<file path="config.mk">
export PLATFORM = sky130hd
export DESIGN_NAME = json_string_unescaper
export DESIGN_NICKNAME = d
export VERILOG_FILES = /design/src/hdl/jsu_pkg.sv /design/src/hdl/json_string_unescaper.sv
export SDC_FILE = /design/constraint.sdc
export NUM_CORES = 1
export LEC_CHECK = 0
export ABC_AREA = 1
export BUFFER_PORTS_ARGS = -buffer_cell sky130_fd_sc_hd__buf_2
export CORE_ASPECT_RATIO = 0.75
export CORE_UTILIZATION = 45
export CTS_CLUSTER_SIZE = 40
export DETAILED_ROUTE_END_ITERATION = 6
export PLACE_DENSITY = 0.74
export SLEW_MARGIN = 20
export SYNTH_ARGS = -nofsm -noshare
export SYNTH_HDL_FRONTEND = slang
export SYNTH_SLANG_ARGS = --single-unit
export TNS_END_PERCENT = 100
</file>
<file path="constraint.sdc">
create_clock -name clk_i -period 4.4 [get_ports clk_i]
set_input_delay 0.44 -clock clk_i [delete_from_list [all_inputs] [get_ports clk_i]]
set_output_delay 0.44 -clock clk_i [all_outputs]
set_load 0.005 [all_outputs]
</file>
<file path="src/hdl/jsu_pkg.sv">
// shared types, codes and decode helpers for the json string unescaper
`timescale 1ns / 1ps

package jsu_pkg;

  typedef enum logic [1:0] {
    PH_WAIT = 2'd0,
    PH_BODY = 2'd1,
    PH_ESC  = 2'd2,
    PH_HEX  = 2'd3
  } phase_e;

  typedef enum logic [1:0] {
    ST_RUN  = 2'd0,
    ST_DONE = 2'd1,
    ST_ERR  = 2'd2
  } status_e;

  typedef enum logic [2:0] {
    ERR_NONE      = 3'd0,
    ERR_NO_QUOTE  = 3'd1,
    ERR_TRUNC_ESC = 3'd2,
    ERR_TRUNC_UNI = 3'd3,
    ERR_BAD_HEX   = 3'd4,
    ERR_UNK_ESC   = 3'd5,
    ERR_UNTERM    = 3'd6
  } err_e;

  localparam logic [7:0] CH_QUOTE     = 8'h22;
  localparam logic [7:0] CH_BACKSLASH = 8'h5C;
  localparam logic [7:0] CH_SLASH     = 8'h2F;
  localparam logic [7:0] CH_U         = 8'h75;

  localparam logic [7:0] UTF8_LEAD2 = 8'hC0;
  localparam logic [7:0] UTF8_LEAD3 = 8'hE0;
  localparam logic [7:0] UTF8_CONT  = 8'h80;

  // {ok, nibble}
  function automatic logic [4:0] hex_value(input logic [7:0] c);
    logic [4:0] r;
    r = 5'd0;
    if (c >= 8'h30 && c <= 8'h39) begin
      r = {1'b1, 4'(c - 8'h30)};
    end else if (c >= 8'h61 && c <= 8'h66) begin
      r = {1'b1, 4'(c - 8'h57)};
    end else if (c >= 8'h41 && c <= 8'h46) begin
      r = {1'b1, 4'(c - 8'h37)};
    end
    return r;
  endfunction

  // {ok, byte} for single-byte escapes, u is handled by the caller
  function automatic logic [8:0] esc_value(input logic [7:0] c);
    logic [8:0] r;
    r = 9'd0;
    case (c)
      CH_QUOTE:     r = {1'b1, CH_QUOTE};
      CH_BACKSLASH: r = {1'b1, CH_BACKSLASH};
      CH_SLASH:     r = {1'b1, CH_SLASH};
      8'h6E:        r = {1'b1, 8'h0A};
      8'h72:        r = {1'b1, 8'h0D};
      8'h74:        r = {1'b1, 8'h09};
      8'h62:        r = {1'b1, 8'h08};
      8'h66:        r = {1'b1, 8'h0C};
      default:      r = 9'd0;
    endcase
    return r;
  endfunction

endpackage

</file>
<file path="src/hdl/json_string_unescaper.sv">
// json string unescaper: streaming decoder of one json string literal
`timescale 1ns / 1ps

// channel | direction | handshake                 | payload
// --------+-----------+---------------------------+------------------------------------------
// in      | input     | in_valid_i / in_stall_o   | func_i, in_byte_i
// out     | output    | out_valid_o / out_stall_i | out_byte_o, byte_valid_o, status_o,
//         |           |                           | error_code_o, run_last_o
//
// an accepted item is registered in the input register, is decoded and lands in the
// result buffer once the buffer can take it
// one item per cycle unless out_stall_i holds results; the fourth hex digit of a \u escape gives
// one, two or three results, and the next item waits in the input register while the buffer drains
// the input register takes a new item while results still wait downstream
// reset clears the decoder state to waiting for an opening quote and empties both stages

module json_string_unescaper (
  input  logic       clk_i,
  input  logic       rst_ni,
  input  logic       in_valid_i,
  output logic       in_stall_o,
  input  logic       func_i,
  input  logic [7:0] in_byte_i,
  output logic       out_valid_o,
  input  logic       out_stall_i,
  output logic [7:0] out_byte_o,
  output logic       byte_valid_o,
  output logic [1:0] status_o,
  output logic [2:0] error_code_o,
  output logic       run_last_o
);

  // input register
  logic       in_vld_q;
  logic       func_q;
  logic [7:0] byte_q;

  // decoder state
  jsu_pkg::phase_e phase_q, phase_d;
  logic [1:0]      hex_cnt_q, hex_cnt_d;
  logic [15:0]     code_q, code_d;
  logic            bad_q, bad_d;

  // result buffer, head at index 0
  logic [7:0]       res_byte_q [3];
  logic [1:0]       res_cnt_q;
  logic             res_bv_q;
  jsu_pkg::status_e res_st_q;
  jsu_pkg::err_e    res_err_q;

  // results of the item in the input register
  logic [7:0]       r_byte [3];
  logic [1:0]       r_cnt;
  logic             r_bv;
  jsu_pkg::status_e r_st;
  jsu_pkg::err_e    r_err;

  logic        take;
  logic        advance;
  logic [4:0]  hv;
  logic [8:0]  ev;
  logic [15:0] cp;
  logic        bad_nxt;

  // result handshake and when the decoded item may move into the buffer
  assign take    = out_valid_o && !out_stall_i;
  assign advance = in_vld_q && ((res_cnt_q == 2'd0) || ((res_cnt_q == 2'd1) && take));
  assign in_stall_o = in_vld_q && !advance;

  assign hv      = jsu_pkg::hex_value(byte_q);
  assign ev      = jsu_pkg::esc_value(byte_q);
  assign cp      = {code_q[11:0], hv[3:0]};
  assign bad_nxt = bad_q || !hv[4];

  always_ff @(posedge clk_i or negedge rst_ni) begin
    if (!rst_ni) begin
      in_vld_q <= 1'b0;
    end else if (!in_stall_o) begin
      in_vld_q <= in_valid_i;
    end
  end

  always_ff @(posedge clk_i) begin
    if (!in_stall_o && in_valid_i) begin
      func_q <= func_i;
      byte_q <= in_byte_i;
    end
  end

  // next decoder state
  always_comb begin
    phase_d   = phase_q;
    hex_cnt_d = hex_cnt_q;
    code_d    = code_q;
    bad_d     = bad_q;
    case (phase_q)
      jsu_pkg::PH_WAIT: begin
        if (!func_q && byte_q == jsu_pkg::CH_QUOTE) phase_d = jsu_pkg::PH_BODY;
      end
      jsu_pkg::PH_BODY: begin
        if (func_q || byte_q == jsu_pkg::CH_QUOTE) begin
          phase_d = jsu_pkg::PH_WAIT;
        end else if (byte_q == jsu_pkg::CH_BACKSLASH) begin
          phase_d = jsu_pkg::PH_ESC;
        end
      end
      jsu_pkg::PH_ESC: begin
        if (func_q) begin
          phase_d = jsu_pkg::PH_WAIT;
        end else if (byte_q == jsu_pkg::CH_U) begin
          phase_d   = jsu_pkg::PH_HEX;
          hex_cnt_d = 2'd0;
          code_d    = 16'd0;
          bad_d     = 1'b0;
        end else if (ev[8]) begin
          phase_d = jsu_pkg::PH_BODY;
        end else begin
          phase_d = jsu_pkg::PH_WAIT;
        end
      end
      jsu_pkg::PH_HEX: begin
        if (func_q) begin
          phase_d   = jsu_pkg::PH_WAIT;
          hex_cnt_d = 2'd0;
        end else begin
          code_d = cp;
          bad_d  = bad_nxt;
          if (hex_cnt_q != 2'd3) begin
            hex_cnt_d = hex_cnt_q + 2'd1;
          end else begin
            hex_cnt_d = 2'd0;
            phase_d   = bad_nxt ? jsu_pkg::PH_WAIT : jsu_pkg::PH_BODY;
          end
        end
      end
      default: phase_d = jsu_pkg::PH_WAIT;
    endcase
  end

  // results of the current item
  always_comb begin
    r_byte[0] = 8'd0;
    r_byte[1] = 8'd0;
    r_byte[2] = 8'd0;
    r_cnt     = 2'd1;
    r_bv      = 1'b0;
    r_st      = jsu_pkg::ST_RUN;
    r_err     = jsu_pkg::ERR_NONE;
    case (phase_q)
      jsu_pkg::PH_WAIT: begin
        if (func_q || byte_q != jsu_pkg::CH_QUOTE) begin
          r_st  = jsu_pkg::ST_ERR;
          r_err = jsu_pkg::ERR_NO_QUOTE;
        end
      end
      jsu_pkg::PH_BODY: begin
        if (func_q) begin
          r_st  = jsu_pkg::ST_ERR;
          r_err = jsu_pkg::ERR_UNTERM;
        end else if (byte_q == jsu_pkg::CH_QUOTE) begin
          r_st = jsu_pkg::ST_DONE;
        end else if (byte_q != jsu_pkg::CH_BACKSLASH) begin
          r_byte[0] = byte_q;
          r_bv      = 1'b1;
        end
      end
      jsu_pkg::PH_ESC: begin
        if (func_q) begin
          r_st  = jsu_pkg::ST_ERR;
          r_err = jsu_pkg::ERR_TRUNC_ESC;
        end else if (byte_q == jsu_pkg::CH_U) begin
          r_bv = 1'b0;
        end else if (ev[8]) begin
          r_byte[0] = ev[7:0];
          r_bv      = 1'b1;
        end else begin
          r_st  = jsu_pkg::ST_ERR;
          r_err = jsu_pkg::ERR_UNK_ESC;
        end
      end
      jsu_pkg::PH_HEX: begin
        if (func_q) begin
          r_st  = jsu_pkg::ST_ERR;
          r_err = jsu_pkg::ERR_TRUNC_UNI;
        end else if (hex_cnt_q == 2'd3) begin
          if (bad_nxt) begin
            r_st  = jsu_pkg::ST_ERR;
            r_err = jsu_pkg::ERR_BAD_HEX;
          end else begin
            r_bv = 1'b1;
            if (cp[15:7] == 9'd0) begin
              r_byte[0] = cp[7:0];
            end else if (cp[15:11] == 5'd0) begin
              // two-byte utf-8
              r_cnt     = 2'd2;
              r_byte[0] = jsu_pkg::UTF8_LEAD2 | {3'd0, cp[10:6]};
              r_byte[1] = jsu_pkg::UTF8_CONT | {2'd0, cp[5:0]};
            end else begin
              // three-byte utf-8
              r_cnt     = 2'd3;
              r_byte[0] = jsu_pkg::UTF8_LEAD3 | {4'd0, cp[15:12]};
              r_byte[1] = jsu_pkg::UTF8_CONT | {2'd0, cp[11:6]};
              r_byte[2] = jsu_pkg::UTF8_CONT | {2'd0, cp[5:0]};
            end
          end
        end
      end
      default: begin
        r_st  = jsu_pkg::ST_ERR;
        r_err = jsu_pkg::ERR_NO_QUOTE;
      end
    endcase
  end

  always_ff @(posedge clk_i or negedge rst_ni) begin
    if (!rst_ni) begin
      phase_q   <= jsu_pkg::PH_WAIT;
      hex_cnt_q <= 2'd0;
      code_q    <= 16'd0;
      bad_q     <= 1'b0;
      res_cnt_q <= 2'd0;
    end else begin
      if (advance) begin
        phase_q   <= phase_d;
        hex_cnt_q <= hex_cnt_d;
        code_q    <= code_d;
        bad_q     <= bad_d;
        res_cnt_q <= r_cnt;
      end else if (take) begin
        res_cnt_q <= res_cnt_q - 2'd1;
      end
    end
  end

  // buffer payload, shifts toward the head as results leave
  always_ff @(posedge clk_i) begin
    if (advance) begin
      res_byte_q[0] <= r_byte[0];
      res_byte_q[1] <= r_byte[1];
      res_byte_q[2] <= r_byte[2];
      res_bv_q      <= r_bv;
      res_st_q      <= r_st;
      res_err_q     <= r_err;
    end else if (take) begin
      res_byte_q[0] <= res_byte_q[1];
      res_byte_q[1] <= res_byte_q[2];
    end
  end

  assign out_valid_o  = (res_cnt_q != 2'd0);
  assign out_byte_o   = res_byte_q[0];
  assign byte_valid_o = res_bv_q;
  assign status_o     = res_st_q;
  assign error_code_o = res_err_q;
  assign run_last_o   = (res_cnt_q == 2'd1);

  // a done or error result always ends its item and carries no byte
  a_status_last: assert property (@(posedge clk_i) disable iff (!rst_ni)
    (out_valid_o && status_o != jsu_pkg::ST_RUN) |-> (run_last_o && !byte_valid_o))
    else $error("done or error result is not the last of its item");

  // an error code shows exactly with the error status
  a_err_code: assert property (@(posedge clk_i) disable iff (!rst_ni)
    out_valid_o |-> ((status_o == jsu_pkg::ST_ERR) == (error_code_o != jsu_pkg::ERR_NONE)))
    else $error("error code does not match status");

  // hex digits are counted only inside a \u escape
  a_hex_phase: assert property (@(posedge clk_i) disable iff (!rst_ni)
    (hex_cnt_q != 2'd0) |-> (phase_q == jsu_pkg::PH_HEX))
    else $error("hex count outside a unicode escape");

  // the buffer never loads over undelivered results
  a_no_overrun: assert property (@(posedge clk_i) disable iff (!rst_ni)
    (out_valid_o && out_stall_i) |=> (res_cnt_q == $past(res_cnt_q)))
    else $error("result buffer changed while stalled");

endmodule

</file>
Word level (Yosys, flattened, before mapping) --
Memory sizes are Yosys's and may differ from the RTL's. Index checks and enable logic that the tools add are counted.
Cells by class: eq/ne operators 23, reductions and logical operators 28, muxes and demuxes 86, bitwise logic cells 2, divide/modulo/power cells 0, magnitude comparators 6, add/subtract/negate cells 5, $mul 0, shifts and indexed selects 0
Operators with widths (count):
- two-way mux 8 bit | 10
- two-way mux 24 bit | 3
- one-hot mux 9 bit (8 select lines) | 1
- == test 8 x 7 -> 1 bit, second input constant | 7
- two-way mux 2 bit | 26
- two-way mux 12 bit | 3
- two-way mux 16 bit | 2
- one-hot mux 12 bit (2 select lines) | 1
- one-hot mux 8 bit (3 select lines) | 1
- two-way mux 1 bit | 22
- two-way mux 3 bit | 7
- == test 8 x 6 -> 1 bit, second input constant | 2
- >= comparator 8 x 7 -> 1 bit, second input constant | 2
- <= comparator 8 x 7 -> 1 bit, second input constant | 2
- one-hot mux 2 bit (4 select lines) | 2
- two-way mux 5 bit | 3
- two-way mux 14 bit | 1
- one-hot mux 3 bit (4 select lines) | 1
- != test 2 bit, second input constant | 5
- logical AND 1 bit | 9
- logical NOT 9 bit | 1
- >= comparator 8 x 6 -> 1 bit, second input constant | 1
- <= comparator 8 x 6 -> 1 bit, second input constant | 1
- != test 8 x 6 -> 1 bit, second input constant | 1
- other kinds (19) | 36
Storage, ports and cells: bits in writable memories 24, memory bits (read-only) 0, bits in registers 35, word-level logic and storage cells 162, bits in latches 0, input bits 13, output and inout port bits 17, memories 1
Memory list:
- res_byte_q | words 3, width 8, read ports 3, clocked after memory_dff 0, write ports 3, RTL line json_string_unescaper.sv:45 | logic [7:0] res_byte_q [3];

Logic depth before layout (Yosys ltp) --
Gate-level depths: netlist of run 1.
depth after elaboration 12, mapped depth 14, depth with buffers taken out 14

Least setup slack after synthesis of run 1 --
No wires, ideal clock.
kind register to register, from register res_cnt_q[0], to register code_q[0], library setup time 0.127 ns, path buffers 1, arrival time 1.869 ns, setup slack 2.404 ns, required time 4.273 ns, stages on the path, launching flop included 11, period minus slack after synthesis 1.996 ns, cell sequence dfrtp_1 inv_1 ha_1 a21oi_1 nor2_2 inv_2 a21oi_2 inv_2 nor2_4 buf_2 o22ai_1
On the way: cells in the longest elaborated chain, start to end 6, elaborated cells on any way between the ends 8, classes of those cells eq/ne: 1; reduce/logical: 7
Ends and longest elaborated chain:
- start, declared | RTL line json_string_unescaper.sv:46 | logic [1:0] res_cnt_q;
- start signal, assigned | RTL line json_string_unescaper.sv:228 | res_cnt_q <= r_cnt;
- start signal, assigned | RTL line json_string_unescaper.sv:230 | res_cnt_q <= res_cnt_q - 2'd1;
- nonzero test 2 bit | RTL line json_string_unescaper.sv:250 | assign out_valid_o = (res_cnt_q != 2'd0);
- logical AND 1 bit | RTL line json_string_unescaper.sv:66 | assign take = out_valid_o && !out_stall_i;
- logical AND 1 bit | RTL line json_string_unescaper.sv:67 | assign advance = in_vld_q && ((res_cnt_q == 2'd0) || ((res_cnt_q == 2'd1) && take));
- logical OR 1 bit (*) | RTL line json_string_unescaper.sv:67
- logical AND 1 bit (*) | RTL line json_string_unescaper.sv:67
- net advance | RTL line json_string_unescaper.sv:59 | logic advance;
- AND reduction 5 bit (no line) (*)
- end signal, assigned | RTL line json_string_unescaper.sv:226 | code_q <= code_d;
- end, declared | RTL line json_string_unescaper.sv:41 | logic [15:0] code_q, code_d;
The timed path passes the listed nets; every way through them passes the cells marked *. A chain may end at the register's enable or synchronous reset.

Final worst setup path of run 1 --
from register res_cnt_q[0], to register code_q[4]
The elaborated chain is that of the path after synthesis.

==> results of run 1 <==
-- critical path, stage by stage, from the launching register on --
cell     delay [ns]
dfrtp_1        0.40
inv_1          0.08
ha_1           0.21
a21oi_1        0.08
nor2_2         0.71
inv_2          0.14
a21oi_2        0.19
inv_2          0.07
nor2_4         0.37
nand3_1        0.14
o21ai_0        0.12
-- path summary, 6_finish.rpt --
kind	to	startpoint	slack, ns	cells after the start
hold / removal	code_q[9]$_DFFE_PN0P_	rst_ni	0.04	1
hold reg to reg	hex_cnt_q[0]$_DFFE_PN0P_	hex_cnt_q[0]$_DFFE_PN0P_	0.51	1
setup reg to reg	code_q[4]$_DFFE_PN0P_	res_cnt_q[0]$_DFFE_PN0P_	1.80	10
min in group clk_i	byte_q[4]$_DFFE_PP_	in_byte_i[4]	0.27	1
max in group asynchronous	phase_q[0]$_DFFE_PN0P_	rst_ni	4.04	1
setup / recovery	code_q[4]$_DFFE_PN0P_	res_cnt_q[0]$_DFFE_PN0P_	1.80	10
-- metal layers --
layer | vias to the layer above | track usage, % | part of all wire [%]
li1 | 1353 | - | -
met1 | 1288 | 33.7 | 49
met2 | 140 | 30.1 | 41
met3 | 10 | 5.32 | 9.2
met4 | 0 | 7.54 | 1.1
met5 | - | 0 | 0
-- state kept, by name, indices dropped and copies added, names as in the netlist --
register      count
error_code_o      3
func_q            1
phase_q           2
res_byte_q       22
status_o          2
code_q           12
res_cnt_q         2
in_vld_q          1
byte_valid_o      1
hex_cnt_q         2
byte_q            8
bad_q             1
-- report_power, final --
part | total, µW | switching (µW) | internal [µW]
combinational | 825 | 561 | 263
sequential | 1000 | 148 | 856
clock | 462 | 207 | 255
-- synth_stat cells (7+ instances only) --
| cell type | n |
|---|---|
| a21oi_1 | 16 |
| o21ai_1 | 11 |
| o21ai_0 | 16 |
| edfxtp_1 | 37 |
| buf_4 | 9 |
| inv_1 | 53 |
| nor2_1 | 41 |
| nand2_1 | 85 |
| o22ai_1 | 9 |
| ha_1 | 7 |
| nand3_1 | 34 |
| dfrtp_1 | 20 |
| inv_2 | 7 |
| nor2_2 | 9 |
-- logic make-up (layout without fill, tap and decap cells) --
logic type | after synthesis | count (layout) | share of synthesized area, %
and+or+nand+nor | 195 | 195 | 27.8
adders and majority gates | 7 | 7 | 2.67
AOI/OAI and AO/OA | 62 | 62 | 10.7
DFF | 57 | 57 | 49.1
buffers and inverters | 72 | 105 | 9.37
muxes | 1 | 1 | 0.305
-- through the flow --
step	worst slack [ns]	area [µm²]	power [µW]
floorplan	2.40	3280	1590
global placement	2.01	3470	1800
detailed placement	1.85	3470	1820
CTS	1.81	3650	2290
global route	1.53	3650	2460
finish	1.80	3650	2290
-- final cells by class --
type	instances	area [µm²]	area share, %
clock buffers	9	124	3.39
clock inverters	7	61.3	1.68
inverters	60	225	6.16
multi-input cells	265	1370	37.4
flip-flops and latches	57	1610	44.1
well taps	98	123	3.36
repair buffers	29	145	3.97
==> summary.txt, run 1 <==
Synth
  • EDFF count, synth: 37
  • Sequential share of the synthesized area: between 40% and 50%
  • Async SR Flop Fraction: 35.1%
  • Avg Inst Size Synth: 8.34 µm²
  • Post-Synthesis Cells: approximately 400
  • Primary FF master, synth: edfxtp_1
  • Leading post-synthesis cells by cell area: edfxtp_1 34%, dfrtp_1 15%, nand2_1 9.7%
  • Synth warnings: 0
  • Post-synthesis net count: roughly 410
  • Synth cell types: 32
  • Flops & latches, synth: 57
  • Post-synth top area cell: edfxtp_1
  • Post-synth top area share: ~34%
  • Mapped Area: 3280 µm²

Layout
  • Fillers: 651
  • Synth-to-Final Area Change: 11.3%
  • Post-Route Utilization: between 50% and 60%
  • Ant. Diodes: 0
  • Final cell count without fillers: approximately 530
  • Nets@finish: about 440
  • Most frequent cells in the layout: 85 x nand2_1, 53 x inv_1, 41 x nor2_1, 37 x edfxtp_1, 34 x nand3_1
  • Fraction of layout cells with a size suffix above 1: between 10% and 20%
  • Commonest non-fill, non-tap cell in the layout: nand2_1

Timing
  • Setup TNS: 0 ns
  • RSZ-0062 raised after global routing: no
  • Final Max Tran Viols: 0
  • Final setup vio count: 0
  • Fmax: slightly below 400 MHz
  • Slew margin rel.: around two fifths
  • Hold Violations, Final: 0
  • Worst slew pin tran: 0.921 ns
  • Final min period: between 2 and 3 ns
  • Clock skew: between 0.005 and 0.006 ns
  • Period utilization: 59.0%
  • Hold_ws: a little under 0.04 ns

Global routing
  • First-pass GRT wire length: 12800 µm
  • Congestion Overflow GR: 0
  • Initial antenna violation count: 0
  • Total track usage: 22.0%
  • Pin count of the biggest net entering global routing: 22
  • Number of global-route vias before repair: 2581

Drt
  • DR WL/cell: roughly 15 µm
  • Initial DRC Count: 353
  • DRT antenna net count: 0
  • DR vias: around 2800
  • Vias per Instance: roughly 5.3
  • Pre-antenna DRT Iters: 5
  • Wirelength, routed: between 7000 and 8000 µm
  • Residual DRC: 0

Clock tree
  • H-tree levels: 3
  • Reg clk slew, reported paths: approximately 0.070 ns
  • Resized Gates After CTS: 0
  • Clk sinks: 57
  • CTS tree: done
  • Cts-stage hold buffer count: 0
  • TritonCTS Buffers: 9
  • Clock tree root buffer cell: clkbuf_8
  • CTS Buffer Depth: 2
  • Post-CTS Setup Inserts: 0
  • Worst skew pair latency: 0.34 ns

Floorplan
  • Core Region: slightly below 7000 µm²
  • Io pins: 30
  • Die height: roughly 76 µm
  • FP Rows: 26
  • Die Area: roughly 7600 µm²
  • Starting Density: 47.4%
  • DIE WIDTH: 101 µm

Critical path
  • Setup crit end kind: register
  • Required time worst endpoint: between 4 and 5 ns
  • Kind of start point of the critical path: register
  • Crit path max fanout: 21
  • Setup Crit Path Kind: reg -> reg
  • Critical Path AT: between 2 and 3 ns

Pwr
  • Power Density: 627 nW/µm²
  • Peak supply drop: around 0.32 mV
  • Static Leakage: about 0.0016 µW

Placed design
  • DP Cell Count: approximately 500
  • IO buf count: 29
  • Global placement routability congestion: roughly 0.97
  • DP HPWL: approximately 5800 µm

Run
  • Maxcap violations: 0

Outcome
  • Status: complete, no violations

Worst hold path
  • Worst Hold Class: in -> async
No activity file was read; power rests on OpenSTA's default activity.
==> run 2, diff against run 1 <==
--- a/config.mk
+++ b/config.mk
@@ -11,7 +11,7 @@
 export CORE_UTILIZATION = 45
 export CTS_CLUSTER_SIZE = 40
 export DETAILED_ROUTE_END_ITERATION = 6
-export PLACE_DENSITY = 0.74
+export PLACE_DENSITY = 0.77
 export SLEW_MARGIN = 20
 export SYNTH_ARGS = -nofsm -noshare
 export SYNTH_HDL_FRONTEND = slang
==> constraint.sdc (replaced) <==
create_clock -name clk_i -period 2.3 [get_ports clk_i]
set_input_delay 0.23 -clock clk_i [delete_from_list [all_inputs] [get_ports clk_i]]
set_output_delay 0.23 -clock clk_i [all_outputs]
set_load 0.005 [all_outputs]
==> summary.txt, run 2 (synthesis gave the netlist of run 1 again) <==
Timing
  • Final min period: 2.22 ns (-0.375 ns)
  • Hold Violations, Final: 0 (unchanged)
  • Final setup vio count: 0 (unchanged)
  • Slew margin rel.: 58.1% (+20 points)
  • Worst slew pin tran: 0.628 ns (-0.292 ns)
  • Fmax: 450 MHz (+17%)
  • Clock skew: 0.00503 ns (-0.000667 ns)
  • Period utilization: 96.6% (+38 points)
  • Final Max Tran Viols: 0 (unchanged)
  • Setup TNS: 0 ns (unchanged)

Placed design
  • DP HPWL: 6270 µm (+8.3%)
  • IO buf count: 29 (unchanged)
  • Cell Area, Placed: 3530 µm² (+1.7%)
  • Global placement routability congestion: 0.917 (-5.4%)

Global routing
  • Number of global-route vias before repair: 2632 (+2.0%)
  • Total track usage: 23.5% (+1.5 points)
  • Pin count of the biggest net entering global routing: 22 (unchanged)
  • Congestion Overflow GR: 0 (unchanged)
  • Initial antenna violation count: 0 (unchanged)
  • First-pass GRT wire length: 13400 µm (+4.5%)

Run
  • Maxcap violations: 0 (unchanged)

Drt
  • Pre-antenna DRT Iters: 5 (unchanged)
  • DRT antenna net count: 0 (unchanged)
  • Residual DRC: 0 (unchanged)
  • Wirelength, routed: 8220 µm (+7.7%)
  • DR WL/cell: 15.3 µm (+5.3%)
  • Vias per Instance: 5.32 (about the same)
  • Initial DRC Count: 265 (-25%)
  • DR vias: 2857 (+2.4%)

Clock tree
  • Worst skew pair latency: 0.35 ns (about the same)
  • TritonCTS Buffers: 9 (unchanged)
  • CTS Buffer Depth: 2 (unchanged)
  • Reg clk slew, reported paths: 0.07 ns (about the same)
  • CTS tree: done
  • Clk sinks: 57 (unchanged)
  • H-tree levels: 3 (unchanged)
  • Clock tree root buffer cell: clkbuf_8

Layout
  • Max reg flops: 22 (unchanged)
  • Final instance area: 3820 µm² (+4.6%)
  • Most frequent cells in the layout: 85 x nand2_1, 53 x inv_1, 41 x nor2_1, 37 x edfxtp_1, 34 x nand3_1
  • Nets@finish: 454 (+2.7%)
  • Commonest non-fill, non-tap cell in the layout: nand2_1
  • Synth-to-Final Area Change: 16.4%
  • Fraction of layout cells with a size suffix above 1: 20.5% (+2.0 points)
  • Ant. Diodes: 0 (unchanged)
  • Post-Route Utilization: 55.2% (+2.4 points)
  • Largest registers: res_byte_q (22), code_q (12), byte_q (8)
  • Most flops, register: res_byte_q

Critical path
  • Setup Crit Path Kind: reg -> reg
  • Kind of start point of the critical path: register
  • Required time worst endpoint: 2.40 ns (-2.25 ns)
  • Crit path max fanout: 6 (-71%)
  • Setup crit end kind: register
  • Critical Path AT: 2.32 ns (-0.53 ns)

Worst hold path
  • Worst Hold Class: in -> reg

Floorplan
  • Starting Density: 47.4% (unchanged)
  • Io pins: 30 (unchanged)
  • Die Area: 7650 µm² (unchanged)
  • DIE WIDTH: 101 µm (unchanged)
  • FP Rows: 26 (unchanged)
  • Die height: 76.0 µm (unchanged)
  • Core Region: 6930 µm² (unchanged)

Pwr
  • Power Density: 1270 nW/µm² (+100%)
  • Static Leakage: 0.00169 µW (+5.8%)
  • Peak supply drop: 0.728 mV (+130%)

Outcome
  • Status: complete, no violations
[run 2: changes by cell type in the layout (fill, tap and decap cells not counted)]
| cell | previous run | this run |
|---|---|---|
| o21ai_2 | 2 | 3 |
| clkinv_1 | 1 | 2 |
| buf_4 | 0 | 11 |
| bufinv_16 | 1 | 4 |
| dlygate4sd3_1 | 0 | 1 |
| o21ai_0 | 16 | 15 |
| clkinvlp_4 | 1 | 0 |
| clkinv_2 | 4 | 1 |
[run 2: critical path: stages (launching register included)]
cell      delay [ns]
edfxtp_1        0.46
inv_1           0.21
ha_1            0.28
nand3_1         0.11
nand2_1         0.06
inv_1           0.05
nand2_1         0.14
nand2_4         0.11
nand3_1         0.20
nor2_1          0.06
a21oi_1         0.20
o21ai_1         0.09
[run 2: cell type report]
type                            count  area (µm²)
Clock buffer                        9         124
Multi-Input combinational cell    265        1370
Tap cell                           98         123
Inverter                           60         225
Timing Repair Buffer               41         238
Sequential cell                    57        1610
Clock inverter                      7         133
Fill cell                         644        3110
[run 2: worst paths after layout]
kind / slack [ns] / end / cells past startpoint / startpoint
worst max-delay path: 0.08 / res_byte_q[0][8]$_DFFE_PP_ / 11 / byte_q[0]$_DFFE_PP_
worst min-delay path: 0.06 / byte_q[0]$_DFFE_PP_ / 1 / in_byte_i[0]
worst max register to register: 0.08 / res_byte_q[0][8]$_DFFE_PP_ / 11 / byte_q[0]$_DFFE_PP_
worst min register to register: 0.48 / hex_cnt_q[0]$_DFFE_PN0P_ / 1 / hex_cnt_q[0]$_DFFE_PN0P_
max in group asynchronous: 1.63 / phase_q[1]$_DFFE_PN0P_ / 2 / rst_ni
min in group asynchronous: 0.36 / code_q[11]$_DFFE_PN0P_ / 2 / rst_ni
[run 2: repair_timing]
action / 4_1_cts / 5_1_grt
setup endpoints to repair: 1 / 9
hold buffers: 1 / 0
gates resized for setup: 1 / 1
cloned: 0 / 0
pin swaps: 0 / 1
hold endpoints to repair: 20 / 0
buffers inserted: 0 / 3
[run 2: per-stage QoR]
stage | hold WS, ns | total power, µW | cells | setup slack, ns
finish | 0.0565 | 4850 | 537 | 0.0778
global route | 0.0483 | 5190 | 537 | -0.0111
CTS | 0.0458 | 4830 | 534 | 0.0928
detailed placement | 0.203 | 3590 | 517 | -0.0286
global placement | 0.203 | 3560 | 517 | 0.0449
floorplan | -0.0656 | 3050 | 394 | 0.304
[run 2: per-layer routing]
metal  share of wire [%]  vias to the layer above  global-route usage (%)
met5                   0                        -                       0
met4                 1.3                        0                    9.13
met3                 9.7                       10                    5.96
li1                    -                     1380                       -
met2                  42                      160                    31.0
met1                  47                     1307                    36.4
[run 2: power by group]
part	switching [µW]	leakage, µW	internal [µW]	total (µW)
logic	1130	0.000975	585	1710
registers	281	0.000590	1630	1920
clock network	408	0.000128	819	1230
total	1820	0.00169	3040	4850
